### src/hdl/aifp_pkg.sv
// Shared types, constants and helpers for the axis input feasibility projector.
// Used by aifp_div and axis_input_feasibility_projector; depends on nothing.
package aifp_pkg;

   localparam int DATA_W      = 32;
   localparam int FRAC_BITS   = 16;
   localparam int DT_W        = 20;
   localparam int HOR_W       = 7;
   localparam int MAX_HORIZON = 64;
   localparam int NUM_W       = 61;   // widest exact numerator, signed
   localparam int DEN_W       = 52;   // widest exact denominator, unsigned
   localparam int QUO_BITS    = 33;   // quotient bits before saturation
   localparam int CSR_IDX_W   = 4;
   localparam int IN_W        = 104;
   localparam int OUT_W       = 160;

   // register indexes
   localparam logic [CSR_IDX_W-1:0] REG_VEL_MIN   = 4'd0;
   localparam logic [CSR_IDX_W-1:0] REG_VEL_MAX   = 4'd1;
   localparam logic [CSR_IDX_W-1:0] REG_ACC_MIN   = 4'd2;
   localparam logic [CSR_IDX_W-1:0] REG_ACC_MAX   = 4'd3;
   localparam logic [CSR_IDX_W-1:0] REG_IN_MIN    = 4'd4;
   localparam logic [CSR_IDX_W-1:0] REG_IN_MAX    = 4'd5;
   localparam logic [CSR_IDX_W-1:0] REG_STEP      = 4'd6;
   localparam logic [CSR_IDX_W-1:0] REG_ORDER     = 4'd7;

   localparam logic [DT_W-1:0] STEP_RESET = 20'd6554;

   // request to the shared divider
   typedef struct packed {
      logic                    start;
      logic                    up;     // round toward +inf when set
      logic signed [NUM_W-1:0] num;
      logic [DEN_W-1:0]        den;
   } div_req_type;

   // saturate a signed 64-bit value into 32 bits
   function automatic logic signed [DATA_W-1:0] sat32(input logic signed [63:0] x);
      logic signed [63:0] hi_lim;
      logic signed [63:0] lo_lim;
      hi_lim = 64'sh0000_0000_7FFF_FFFF;
      lo_lim = -64'sh0000_0000_8000_0000;
      if (x > hi_lim) begin
         return 32'sh7FFF_FFFF;
      end else if (x < lo_lim) begin
         return 32'sh8000_0000;
      end
      return x[DATA_W-1:0];
   endfunction

endpackage

### src/hdl/aifp_div.sv
// Bit-serial restoring divider: num * 2^16 / den, directed rounding, 32-bit saturation.
// Depends on aifp_pkg.
module aifp_div (
   input  logic                             clock,
   input  logic                             reset,
   input  aifp_pkg::div_req_type            div_req,
   output logic                             div_done,
   output logic signed [aifp_pkg::DATA_W-1:0] div_quo
);

   typedef enum logic [2:0] {
      D_IDLE = 3'b001,
      D_RUN  = 3'b010,
      D_FIN  = 3'b100
   } dstate_type;

   dstate_type dstate_ff, dstate_in;

   logic [aifp_pkg::NUM_W-2:0]    mag;
   logic                          neg_ff;
   logic                          up_ff;
   logic [aifp_pkg::DEN_W-1:0]    den_ff;
   logic [aifp_pkg::DEN_W-1:0]    rem_ff;
   logic [aifp_pkg::QUO_BITS-1:0] sh_ff;
   logic [aifp_pkg::QUO_BITS:0]   quo_ff;
   logic [5:0]                    cnt_ff;
   logic                          done_ff;
   logic signed [aifp_pkg::DATA_W-1:0] res_ff;
   logic [aifp_pkg::DEN_W:0]      trial;
   logic                          fits;
   logic [aifp_pkg::QUO_BITS:0]   qfin;
   logic signed [63:0]            qsig;
   logic [69:0]                   ovf_lim;

   // magnitude of the numerator
   always_comb begin
      if (div_req.num[aifp_pkg::NUM_W-1]) begin
         mag = (aifp_pkg::NUM_W-1)'(-div_req.num);
      end else begin
         mag = div_req.num[aifp_pkg::NUM_W-2:0];
      end
      ovf_lim = {1'b0, div_req.den, 17'b0};
   end

   // one quotient bit per cycle
   assign trial = {rem_ff, sh_ff[aifp_pkg::QUO_BITS-1]};
   assign fits  = trial >= {1'b0, den_ff};

   // directed rounding on a nonzero remainder
   always_comb begin
      qfin = quo_ff + {{aifp_pkg::QUO_BITS{1'b0}}, ((rem_ff != '0) && (neg_ff != up_ff))};
      qsig = neg_ff ? -$signed({30'b0, qfin}) : $signed({30'b0, qfin});
   end

   always_comb begin
      dstate_in = dstate_ff;
      case (dstate_ff)
         D_IDLE:  if (div_req.start) dstate_in = D_RUN;
         D_RUN:   if (cnt_ff == '0) dstate_in = D_FIN;
         D_FIN:   dstate_in = D_IDLE;
         default: dstate_in = D_IDLE;
      endcase
   end

   always_ff @(posedge clock) begin
      if (reset) begin
         dstate_ff <= D_IDLE;
         done_ff   <= 1'b0;
      end else begin
         dstate_ff <= dstate_in;
         done_ff   <= (dstate_ff == D_FIN);
      end
   end

   // datapath
   always_ff @(posedge clock) begin
      case (dstate_ff)
         D_IDLE: begin
            neg_ff <= div_req.num[aifp_pkg::NUM_W-1];
            up_ff  <= div_req.up;
            den_ff <= div_req.den;
            if ({10'b0, mag} >= ovf_lim) begin
               // quotient at least 2^33: saturates whatever the low bits
               rem_ff <= '0;
               sh_ff  <= '0;
               quo_ff <= {1'b1, {aifp_pkg::QUO_BITS{1'b0}}};
               cnt_ff <= '0;
            end else begin
               rem_ff <= aifp_pkg::DEN_W'(mag >> 17);
               sh_ff  <= {mag[16:0], 16'b0};
               quo_ff <= '0;
               cnt_ff <= 6'(aifp_pkg::QUO_BITS);
            end
         end
         D_RUN: begin
            if (cnt_ff != '0) begin
               rem_ff <= fits ? aifp_pkg::DEN_W'(trial - {1'b0, den_ff})
                              : trial[aifp_pkg::DEN_W-1:0];
               sh_ff  <= {sh_ff[aifp_pkg::QUO_BITS-2:0], 1'b0};
               quo_ff <= {quo_ff[aifp_pkg::QUO_BITS-1:0], fits};
               cnt_ff <= cnt_ff - 6'd1;
            end
         end
         D_FIN: res_ff <= aifp_pkg::sat32(qsig);
         default: ;
      endcase
   end

   assign div_done = done_ff;
   assign div_quo  = res_ff;

endmodule

### config.mk
export PLATFORM = sky130hd
export DESIGN_NAME = aifp_div
export DESIGN_NICKNAME = d
export VERILOG_FILES = /design/src/hdl/aifp_pkg.sv /design/src/hdl/aifp_div.sv
export SDC_FILE = /design/constraint.sdc
export NUM_CORES = 1
export LEC_CHECK = 0
export BUFFER_PORTS_ARGS = -buffer_cell sky130_fd_sc_hd__buf_4
export CAP_MARGIN = 20
export CORE_MARGIN = 3
export CORE_UTILIZATION = 50
export CTS_CLUSTER_DIAMETER = 80
export DETAILED_ROUTE_END_ITERATION = 7
export HOLD_SLACK_MARGIN = 0.05
export PLACE_DENSITY = 0.69
export SLEW_MARGIN = 30
export SYNTH_ARGS = -nofsm -noshare
export SYNTH_HDL_FRONTEND = slang
export SYNTH_SLANG_ARGS = --single-unit
### constraint.sdc
create_clock -name clock -period 16.7 [get_ports clock]
set_input_delay 1.67 -clock clock [delete_from_list [all_inputs] [get_ports clock]]
set_output_delay 1.67 -clock clock [all_outputs]
set_load 0.005 [all_outputs]
==> run metrics, run 1 <==
status finished clean; Synth top area share between 30% and 40%; Tmin final between 7 and 8 ns; critical path launch point type primary input; R2R cell count 17; Achievable Freq between 100 and 150 MHz; clock sinks ~200; CP bufs+invs 1; Crit path largest cell delay around 0.61 ns; Final #Nets just under 2,000; Worst Setup SP div_req[61]; final cell count without fillers around 2,200; sequential power share between 30% and 40%; Crit path required time approximately 17 ns; setup slack after layout just over 9 ns; family with the most delay on the worst path simple AND/OR/NAND/NOR gates; unrepaired setup endpoints after global routing no; Syn Area/Cell just over 9 µm²; Initial Util roughly 51%; routability-driven placement congestion ratio just over 0.9; Top Ports 150; Initial DRC Count 1,276; Clock power frac 24.5%; Post-Route Setup TNS 0 ns; Min Hold Slack roughly 0.53 ns; largest net degree at the start of global routing 62; vias in the first global route 12,050; highest routed layer met4; switching share of power between 30 and 40%; part of the Yosys area used for sequential elements between 30% and 40%; Slew headroom 35.23%; DIE AREA 32,610 µm²; Synth Flop Type edfxtp_1; Syn Nets roughly 1,900; DRC viols 0; critical path's slowest cell nor3_1; Synth Cell Area 15,240 µm²; placed insts 2,133; DP Worst Slack 8.898 ns; Synth cell types between 70 and 80; CP arrival about 7.6 ns; total core area between 20,000 and 30,000 µm²; total track usage 24.30%; r2r endpoint div_quo[7]; YS warnings 0; GRT overflow 0; Met1 Routed Length around 19,000 µm; leakage power slightly above 7 nW; Routed Wire Length 40,730 µm; combinational power share approximately 36%; Placed Area between 15,000 and 20,000 µm²; number of post-CTS setup repair buffers 0; cell taking the most area after synthesis edfxtp_1; H-Tree Depth 4; WL per Instance approximately 19 µm; Final Cycle Share roughly 44%; Hold Crit Class flip-flop to flip-flop; Root Driver clkbuf_16; crit-path max FO 28; n_diodes 0; crit-path cells buf_4, or4_1, or2_1, or4_4, or4_1, or3_4, nor2_2, nand3_1, o31ai_1, xnor2_1, ha_1, nand4_1, nor3_1, nand3_1, nor4_1, nand4_1, o21a_2, a221o_1; CP endpoint rem_ff[36]; flops & latches, synth ~200; via count ~13,000; Die Height about 180 µm; vias per cell approximately 6.0; Tot Pwr approximately 1.7 mW; Clock Latency Late Sink about 0.46 ns; met2 routed WL around 18,000 µm; PostCTS Resize Cnt 0; Setup Crit Path Kind primary input to flip-flop; fin util between 50 and 60%; post-route ant nets 0; Levels on crit path 18; initial antenna violation count 0; fin. max-slew vios 0; share of layout cells above drive strength 1 about an eighth; post-cts hold buffer count 0; final hold vios 0; Pint approximately 1.1 mW; ranking of synthesized cells by area edfxtp_1, ha_1, xnor2_1; net switching power approximately 0.63 mW; endpoint class of the critical path flip-flop; Clock Tree Buf Depth 2; Layout Area Growth over Synthesis 13.28%; met3 WL roughly 2500 µm; Post-synth EDFFs 195; IO buf count about 150; die width between 150 and 200 µm; First-pass DRT Iterations 5; CTS clock-pin slew for the worst setup and hold paths ~0.080 ns; ys async rst share 0%; Num CTS Buffers 17; FP Rows 63; Post-DP HPWL between 30,000 and 40,000 µm; Tightest Pin Transition a little under 1 ns; flop2flop setup slack 10.77 ns; r2r startpoint rem_ff[23]; Synth Instances 1,662; clock skew approximately 0.016 ns; first-pass GRT wire length 64,630 µm; CTS tree done; VDD IR max just over 0.00007 V; Pwr per Cell Area around 99 nW/µm²; max-cap viol count 0; Final setup viols 0; post-route cell area between 15,000 and 20,000 µm²
cell usage after synthesis, types with 33 or more instances:
master,number
edfxtp_1,195
inv_1,145
a21oi_1,131
nand2_1,111
ha_1,100
nor2_1,100
xnor2_1,92
o21ai_0,91
xor2_1,76
clkbuf_1,69
a21o_1,53
nand3_1,47
nand4_1,41
nor4_1,36
and2_1,33
layout make-up:
cell class	count	area (µm²)
fill	2607	12610
tap	390	488.0
inverter	146	550.5
sequential	199	5936
timing repair buffer	161	1209
multi-input combinational	1237	8492
clock buffer	18	439.2
clock inverter	14	150.1
tightest hold or removal path, stage by stage, from the launching register on:
cell and delay (ns):
edfxtp_1 0.33, nand2_1 0.04, o21ai_0 0.05
kinds of logic after synthesis:
kind of cell    count (synthesis)  synth area share [%]
xor+xnor                      168                 9.654
buf+inv                       226                 5.623
fa+ha+maj                     101                 8.341
compound gates                449                 19.19
flops                         199                 38.95
mux                            16                 1.051
simple gates                  503                 17.19
registers in the layout, indices dropped and copies added (netlist names), 3 cells and up:
signal / flops
cnt_ff: 6
sh_ff: 17
quo_ff: 34
rem_ff: 52
div_quo: 32
dstate_ff: 3
den_ff: 52
worst min-delay path by stage:
stage	slack [ns]	depth (start not counted)	start	end
6_report	0.53	2	sh_ff[28]	sh_ff[29]
5_1_grt	0.56	2	sh_ff[26]	sh_ff[27]
4_1_cts	0.54	2	sh_ff[28]	sh_ff[29]
3_5_place_dp	0.52	2	sh_ff[28]	sh_ff[29]
3_3_place_gp	0.50	2	sh_ff[28]	sh_ff[29]
2_1_floorplan	0.50	2	sh_ff[16]	sh_ff[17]
power by group through the flow:
stage / combinational (mW) / clock (mW) / sequential [mW]
6_report: 0.612 / 0.419 / 0.675
3_5_place_dp: 0.599 / 0 / 0.684
3_3_place_gp: 0.594 / 0 / 0.682
4_1_cts: 0.605 / 0.427 / 0.673
5_1_grt: 0.677 / 0.444 / 0.682
2_1_floorplan: 0.455 / 0 / 0.665
layer usage:
layer | global-route usage (%) | vias to the layer above
li1 | - | 6290
met1 | 35.87 | 6215
met2 | 37.15 | 450
met3 | 3.674 | 49
met4 | 7.062 | 0
met5 | 0 | -
layout by cell type, fill, tap and decap left out, drive strengths merged, types with 10 or more instances in the layout:
cell type  instances
a21o              53
a21oi            131
a221o             11
a31oi             18
and2              33
and3              19
buf              161
clkbuf            18
edfxtp           195
ha               100
inv              153
mux2i             16
nand2            111
nand2b            12
nand3             48
nand4             41
nor2             102
nor2b             15
nor3              29
nor4              36
o21ai             94
o21bai            12
o22ai             16
o2bb2ai           17
o31ai             23
o41ai             10
or2               12
or3               12
or4               12
xnor2             92
xor2              76
Power figures use the tool's default switching activity.
==> run 2: changes to the inputs <==
- ABC_AREA: default -> 1
- clock period: 16.7 -> 7.3 ns (I/O delays scaled with it)
==> run 2 against run 1 <==
  * Die area increased by 10%
  * Non-clock buffer count grew 2
  * Critical path depth is 6 higher
  * Combinational power rose to 3.3 times the previous value
  * Wire length rose by 24%
  * Count of clock-buffer cells in the layout down 1
  * Final cell count grew 36%
  * Sequential share of layout area shrank 3.3 points
  * Final area increased by 11%
  * Critical endpoint is now cnt_ff[0]
==> run metrics, run 2 <==
DRC viols 0 (unchanged); Reg area 5936 µm² (unchanged); Synth top area share 34.81% (-3.6 points); vias in the first global route 15,110 (+25%); Routed Wire Length 50,700 µm (+24%); Root Driver clkbuf_16; Syn Area/Cell 7.122 µm² (-22%); Synth Flop Type edfxtp_1; placed insts 2,917 (+37%); flops & latches, synth 199 (unchanged); final hold vios 0 (unchanged); Hold Crit Class primary input to flip-flop; Pwr per Cell Area 242.6 nW/µm² (+150%); CP bufs+invs 4 (+3); first-pass GRT wire length 80,100 µm (+24%); CP arrival 5.73 ns (-1.85 ns); flop2flop setup slack 2.58 ns (-8.19 ns); Post-Route Setup TNS 0 ns (unchanged); CTS tree done; n_diodes 0 (unchanged); Tmin final roughly 5.6 ns; H-Tree Depth 4 (unchanged); die width 189.4 µm (+4.9%); unrepaired setup endpoints after global routing no; final cell count without fillers 2,949 (+36%); clock sinks 199 (unchanged); Top Ports 150 (unchanged); Crit path required time 7.47 ns (-9.44 ns); crit-path max FO 44 (+57%); via count 15,890 (+22%); First-pass DRT Iterations 5 (unchanged); count leader, synth nand2_1; cell taking the most area after synthesis edfxtp_1; Syn Nets 2,580 (+37%); post-route ant nets 0 (unchanged); Clock Tree Buf Depth 2 (unchanged); Synth Instances 2,362 (+42%); WL per Instance 17.19 µm (-8.6%); Final #Nets 2,712 (+37%); ranking of synthesized cells by area edfxtp_1, nand2_1, inv_1; number of post-CTS setup repair buffers 0 (unchanged); multi-input gate area in the final layout 9359 µm² (+10%); crit-path cells buf_4, nor2_1, nand4_1, nor2_1, nand3_1, nor3_1, buf_4, nand3_1, nor2_1, a21oi_1, xor2_1, ha_1, inv_1, nor2_1, nand3_1, nor3_1, nand3_1, nor2_1, nand3_1, nor2_1, nand4_1, buf_4, nand3_1, o21ai_0; Placed Area 18,440 µm² (+11%); post-cts hold buffer count 0 (unchanged); PostCTS Resize Cnt 0 (unchanged); Initial Util 51.18% (+0.17 points); FP Rows 66 (+4.8%); GRT overflow 0 (unchanged); Initial DRC Count 1,456 (+14%); Top Registers den_ff (52), rem_ff (52), quo_ff (34); Synth Cell Area 16,820 µm² (+10%); Slew headroom 38.73% (+3.5 points); critical path's slowest cell nor3_1; Num CTS Buffers 17 (unchanged); DIE AREA 35,880 µm² (+10%); Die Height 189.4 µm (+4.9%); status finished clean; most frequent cells in the layout nand2_1, inv_1, nor2_1; initial antenna violation count 0 (unchanged); family with the most delay on the worst path simple AND/OR/NAND/NOR gates; leakage power 8.646 nW (+22%); clock skew 0.02137 ns (+0.005708 ns); Final Cycle Share between 70 and 80%; largest net degree at the start of global routing 88 (+42%); most frequent cells after synthesis nand2_1, inv_1, nor2_1; CTS clock-pin slew for the worst setup and hold paths 0.09 ns (about the same); total core area 32,870 µm² (+10%); YS warnings 0 (unchanged); Clock Latency Late Sink 0.46 ns (about the same); Setup Crit Path Kind primary input to flip-flop; ys async rst share 0% (unchanged); Post-DP HPWL 41,220 µm (+34%); routability-driven placement congestion ratio 0.9924 (+9.1%); IO buf count 149 (unchanged); VDD IR max 0.0001796 V (+160%); leading cell type in the layout, fill and taps excluded nand2_1; max-cap viol count 0 (unchanged); Achievable Freq about 180 MHz; Layout Area Growth over Synthesis 13.46%; Crit path largest cell delay 0.63 ns (+0.02 ns); total track usage 28.16% (+3.9 points); Post-synth EDFFs 195 (unchanged); endpoint class of the critical path flip-flop; # fillers 3,196 (+23%); fin. max-slew vios 0 (unchanged); Tot Pwr 4.630 mW (+170%); share of layout cells above drive strength 1 10.25% (-2.4 points); critical path launch point type primary input; part of the Yosys area used for sequential elements 35.28% (-3.7 points); vias per cell 5.390 (-10%); Synth cell types 47 (-40%); Tightest Pin Transition 0.9190 ns (-0.04518 ns); post-route cell area 19,090 µm² (+11%); Final setup viols 0 (unchanged)
==> run 2: cell count changes after synthesis, sizes merged, moves of 17 or more <==
cell and delta:
a21o -45, nor2 +251, nand3 +62, o31ai -21, and2 -31, o2bb2ai -17
o21ai +64, a21oi -23, inv +216, nand4 +32, xnor2 -44, nand2 +485
clkbuf -32
==> run 2: layout make-up <==
type / count / area share (%)
repair buffers: 163 / 6.477
clock buffers: 17 / 2.229
flip-flops and latches: 199 / 31.10
well taps: 442 / 2.897
multi-input cells: 1750 / 49.03
inverters: 363 / 7.139
clock inverters: 15 / 1.127
==> run 2: worst reg2reg max path: stages, from the launching register on <==
cell and delay (ns):
edfxtp_1 0.43, ha_1 0.38, nand2_1 0.14, nor2_1 0.17
nand2_1 0.16, nor4_1 0.63, nand4_1 0.27, nand3_2 0.14
buf_4 0.65, clkinv_1 0.99, o21ai_0 0.43, inv_1 0.06
==> run 2: cells by family after synthesis <==
kind of cell / after synthesis / share of synthesized area [%]
AOI/OAI and AO/OA: 313 / 10.11
buffers and inverters: 413 / 9.424
xor gates and xnor gates: 129 / 6.716
DFF: 199 / 35.28
adders and majority gates: 101 / 7.557
and+or+nand+nor: 1207 / 30.91
==> run 2: final timing paths <==
kind	startpoint	to	cells past startpoint
min reg2reg	dstate_ff[0]	div_done	1
max	div_req[55]	cnt_ff[0]	24
min	div_req[25]	den_ff[25]	1
max reg2reg	rem_ff[13]	rem_ff[50]	11
==> run 2: report_power, final <==
| part | internal [mW] | total [mW] | switching, mW |
|---|---|---|---|
| combinational | 0.657 | 2.00 | 1.34 |
| sequential | 1.49 | 1.60 | 0.119 |
| clock | 0.506 | 1.03 | 0.522 |
| total | 2.65 | 4.63 | 1.98 |
==> run 2: metrics by stage <==
stage | hold WS, ns | util, % | setup slack (ns)
floorplan | 0.4192 | - | 1.613
global placement | 0.4510 | 56.02 | 1.510
detailed placement | 0.4533 | 56.10 | 1.339
CTS | 0.4386 | 58.05 | 1.818
global route | 0.4313 | 58.07 | 1.188
finish | 0.4466 | 58.07 | 1.743
==> run 2: layer usage <==
metal,vias to the layer above,share of wire (%),GRT usage [%]
met5,-,0,0
met4,0,1.4,5.431
met3,45,6.3,3.351
met2,546,44,44.38
met1,7301,49,42.02
li1,8002,-,-
==> run 3: changes to the inputs <==
- ABC_AREA: 1 -> 0
- PLACE_DENSITY: 0.69 -> 0.72
- clock period: 7.3 -> 5.1 ns (I/O delays scaled with it)
==> run 3 against run 2 <==
  * The flow now finishes with violations (negative setup slack)
  * Total power grew 28%
  * Global-route usage shrank 2.7 points
  * Final area grew 0.65%
  * Die area shrank 9.1%
  * Count of clock-buffer cells in the layout is the same
  * First-iteration DRC count shrank 1.7%
  * Sequential share of layout area shrank 0.20 points
==> run metrics, run 3 (synthesized netlist as in run 1, its figures left out) <==
Top Registers den_ff (52), rem_ff (52), quo_ff (34); via count 14,010 (-12%); Hold Crit Class primary input to flip-flop; initial antenna violation count 0 (unchanged); unrepaired setup endpoints after global routing yes; IO buf count 149 (unchanged); VDD IR max 0.0002406 V (+34%); Crit path required time 5.30 ns (-2.17 ns); First-pass DRT Iterations 6 (+1); Initial DRC Count 1,431 (-1.7%); Clock Tree Buf Depth 2 (unchanged); vias in the first global route 13,320 (-12%); r2r endpoint rem_ff[40]; FP Rows 63 (-4.5%); Achievable Freq approximately 190 MHz; endpoint class of the critical path flip-flop; Setup Crit Path Kind primary input to flip-flop; Tmin final about 5.4 ns; Root Driver clkbuf_16; Hold Path Cell Cnt 1 (unchanged); Die Height 180.6 µm (-4.7%); post-route ant nets 0 (unchanged); max-cap viol count 0 (unchanged); Initial Util 51.02% (-0.17 points); Num CTS Buffers 17 (unchanged); Reg area 5936 µm² (unchanged); final hold vios 0 (unchanged); Top Ports 150 (unchanged); total core area 29,870 µm² (-9.1%); hold worst-path end den_ff[22]; H-Tree Depth 4 (unchanged); flop2flop setup slack 0.27 ns (-2.31 ns); R2R cell count 12 (+1); Final #Nets 2,161 (-20%); total track usage 25.42% (-2.7 points); leading cell type in the layout, fill and taps excluded buf_4; net switching power 2.226 mW (+12%); most frequent cells in the layout buf_4, edfxtp_1, inv_1; hold_sp div_req[22]; Pint 3.713 mW (+40%); CP arrival 5.61 ns (-0.12 ns); Post-Route Setup TNS -14.78 ns (-14.78 ns); n_diodes 0 (unchanged); sequential power share 37.0% (+2.3 points); CTS tree done; leakage power 8.169 nW (-5.5%); Final Cycle Share 106.0%; Clock Latency Late Sink 0.46 ns (about the same); Final setup viols 63 (+63); crit-path max FO 7 (-84%); status finished, violations left; multi-input gate area in the final layout 8786 µm² (-6.1%); setup slack after layout -0.3049 ns (-2.048 ns); failing checks negative setup slack; critical path launch point type primary input; CTS clock-pin slew for the worst setup and hold paths 0.09 ns (about the same); Post-DP HPWL 31,530 µm (-24%); die width 180.6 µm (-4.7%); switching share of power 37.48% (-5.3 points); Tightest Pin Transition 0.9253 ns (+0.006304 ns); Layout Area Growth over Synthesis 26.05%; DRC viols 0 (unchanged); r2r startpoint rem_ff[3]; Clock power frac 25.5% (+3.3 points); DIE AREA 32,610 µm² (-9.1%); Min Hold Slack 0.2336 ns (-0.2130 ns); Slew headroom 37.51% (-1.2 points); routability-driven placement congestion ratio 0.9918 (about the same); clock skew 0.01918 ns (-0.002194 ns); vias per cell 5.970 (+11%); largest net degree at the start of global routing 81 (-8.0%); first-pass GRT wire length 68,060 µm (-15%); WL per Instance 18.69 µm (+8.7%); share of layout cells above drive strength 1 22.90% (+13 points); # fillers 2,415 (-24%); Routed Wire Length 43,850 µm (-14%); clock sinks 199 (unchanged); combinational power share 37.4% (-5.7 points); Pwr per Cell Area 309.1 nW/µm² (+27%); GRT overflow 0 (unchanged); fin. max-slew vios 0 (unchanged)
run 3: cell types whose count changed in the layout (fill, tap and decap cells not counted), sizes merged, moves of 32 or more:
| cell | before | now |
|---|---|---|
| xnor2 | 48 | 92 |
| nor2 | 353 | 102 |
| o21ai | 158 | 94 |
| a21o | 8 | 53 |
| nand2 | 596 | 111 |
| inv | 368 | 153 |
| nand3 | 110 | 48 |
| buf | 163 | 338 |
| nand4 | 73 | 41 |
run 3: layer usage:
| metal | global-route usage [%] | routed length, µm |
|---|---|---|
| met1 | 33.16 | 18130 |
| met2 | 44.34 | 21480 |
| met3 | 2.665 | 2947 |
| met4 | 8.474 | 1302 |
| met5 | 0 | 0 |
run 3: cell type report:
| cell class | instances | area share (%) |
|---|---|---|
| repair buffers | 341 | 14.52 |
| clock buffers | 17 | 2.214 |
| flip-flops and latches | 199 | 30.90 |
| clock inverters | 15 | 1.224 |
| well taps | 390 | 2.540 |
| inverters | 146 | 2.872 |
| multi-input cells | 1238 | 45.73 |
run 3: worst max path at each step:
| stage | slack (ns) | from | endpoint | cells after the start |
|---|---|---|---|---|
| after floorplan | -0.57 | div_req[61] | rem_ff[39] | 22 |
| after global placement | -0.98 | div_req[61] | rem_ff[32] | 19 |
| after detailed placement | -1.08 | div_req[61] | rem_ff[39] | 19 |
| after CTS | -0.26 | div_req[61] | rem_ff[39] | 22 |
| after global routing | -0.44 | div_req[61] | rem_ff[36] | 22 |
| final | -0.30 | div_req[61] | rem_ff[39] | 19 |
run 3: critical path, stage by stage:
cell     delay, ns
buf_6         0.09
or4_4         0.53
or2_4         0.25
or4_4         0.44
or4_4         0.44
or3_4         0.44
or2_4         0.28
o31ai_2       0.21
xnor2_1       0.12
ha_1          0.32
nand3_2       0.09
or3_4         0.39
nor2_4        0.10
nand4_1       0.14
nor4_2        0.25
nand4_1       0.17
o21a_4        0.31
buf_12        0.16
a221o_1       0.34
run 3: through the flow:
step | area, µm² | worst slack (ns) | total power, mW | utilization (%) | cells
after global routing | 19210 | -0.4442 | 6.234 | 64.30 | 2346
after floorplan | 15290 | -0.5655 | 3.663 | - | 1662
after detailed placement | 17860 | -1.083 | 4.318 | 59.79 | 2280
final | 19210 | -0.3049 | 5.938 | 64.30 | 2346
after global placement | 17860 | -0.9761 | 4.274 | 59.79 | 2280
after CTS | 18860 | -0.2647 | 5.863 | 63.12 | 2330
run 3: repair_timing:
| item | in CTS | in global routing |
|---|---|---|
| gates resized for setup | 50 | 34 |
| pin swaps | 26 | 19 |
| hold buffers | 0 | 0 |
| gates cloned | 2 | 7 |
| endpoints found under the setup margin | 63 | 93 |
| buffers inserted | 16 | 9 |
run 3: power groups by stage:
stage               combinational [mW]  sequential, mW  clock (mW)
floorplan                         1.49            2.17           0
global placement                  2.05            2.22           0
detailed placement                2.09            2.23           0
CTS                               2.14            2.19        1.53
global route                      2.43            2.22        1.58
finish                            2.22            2.20        1.52
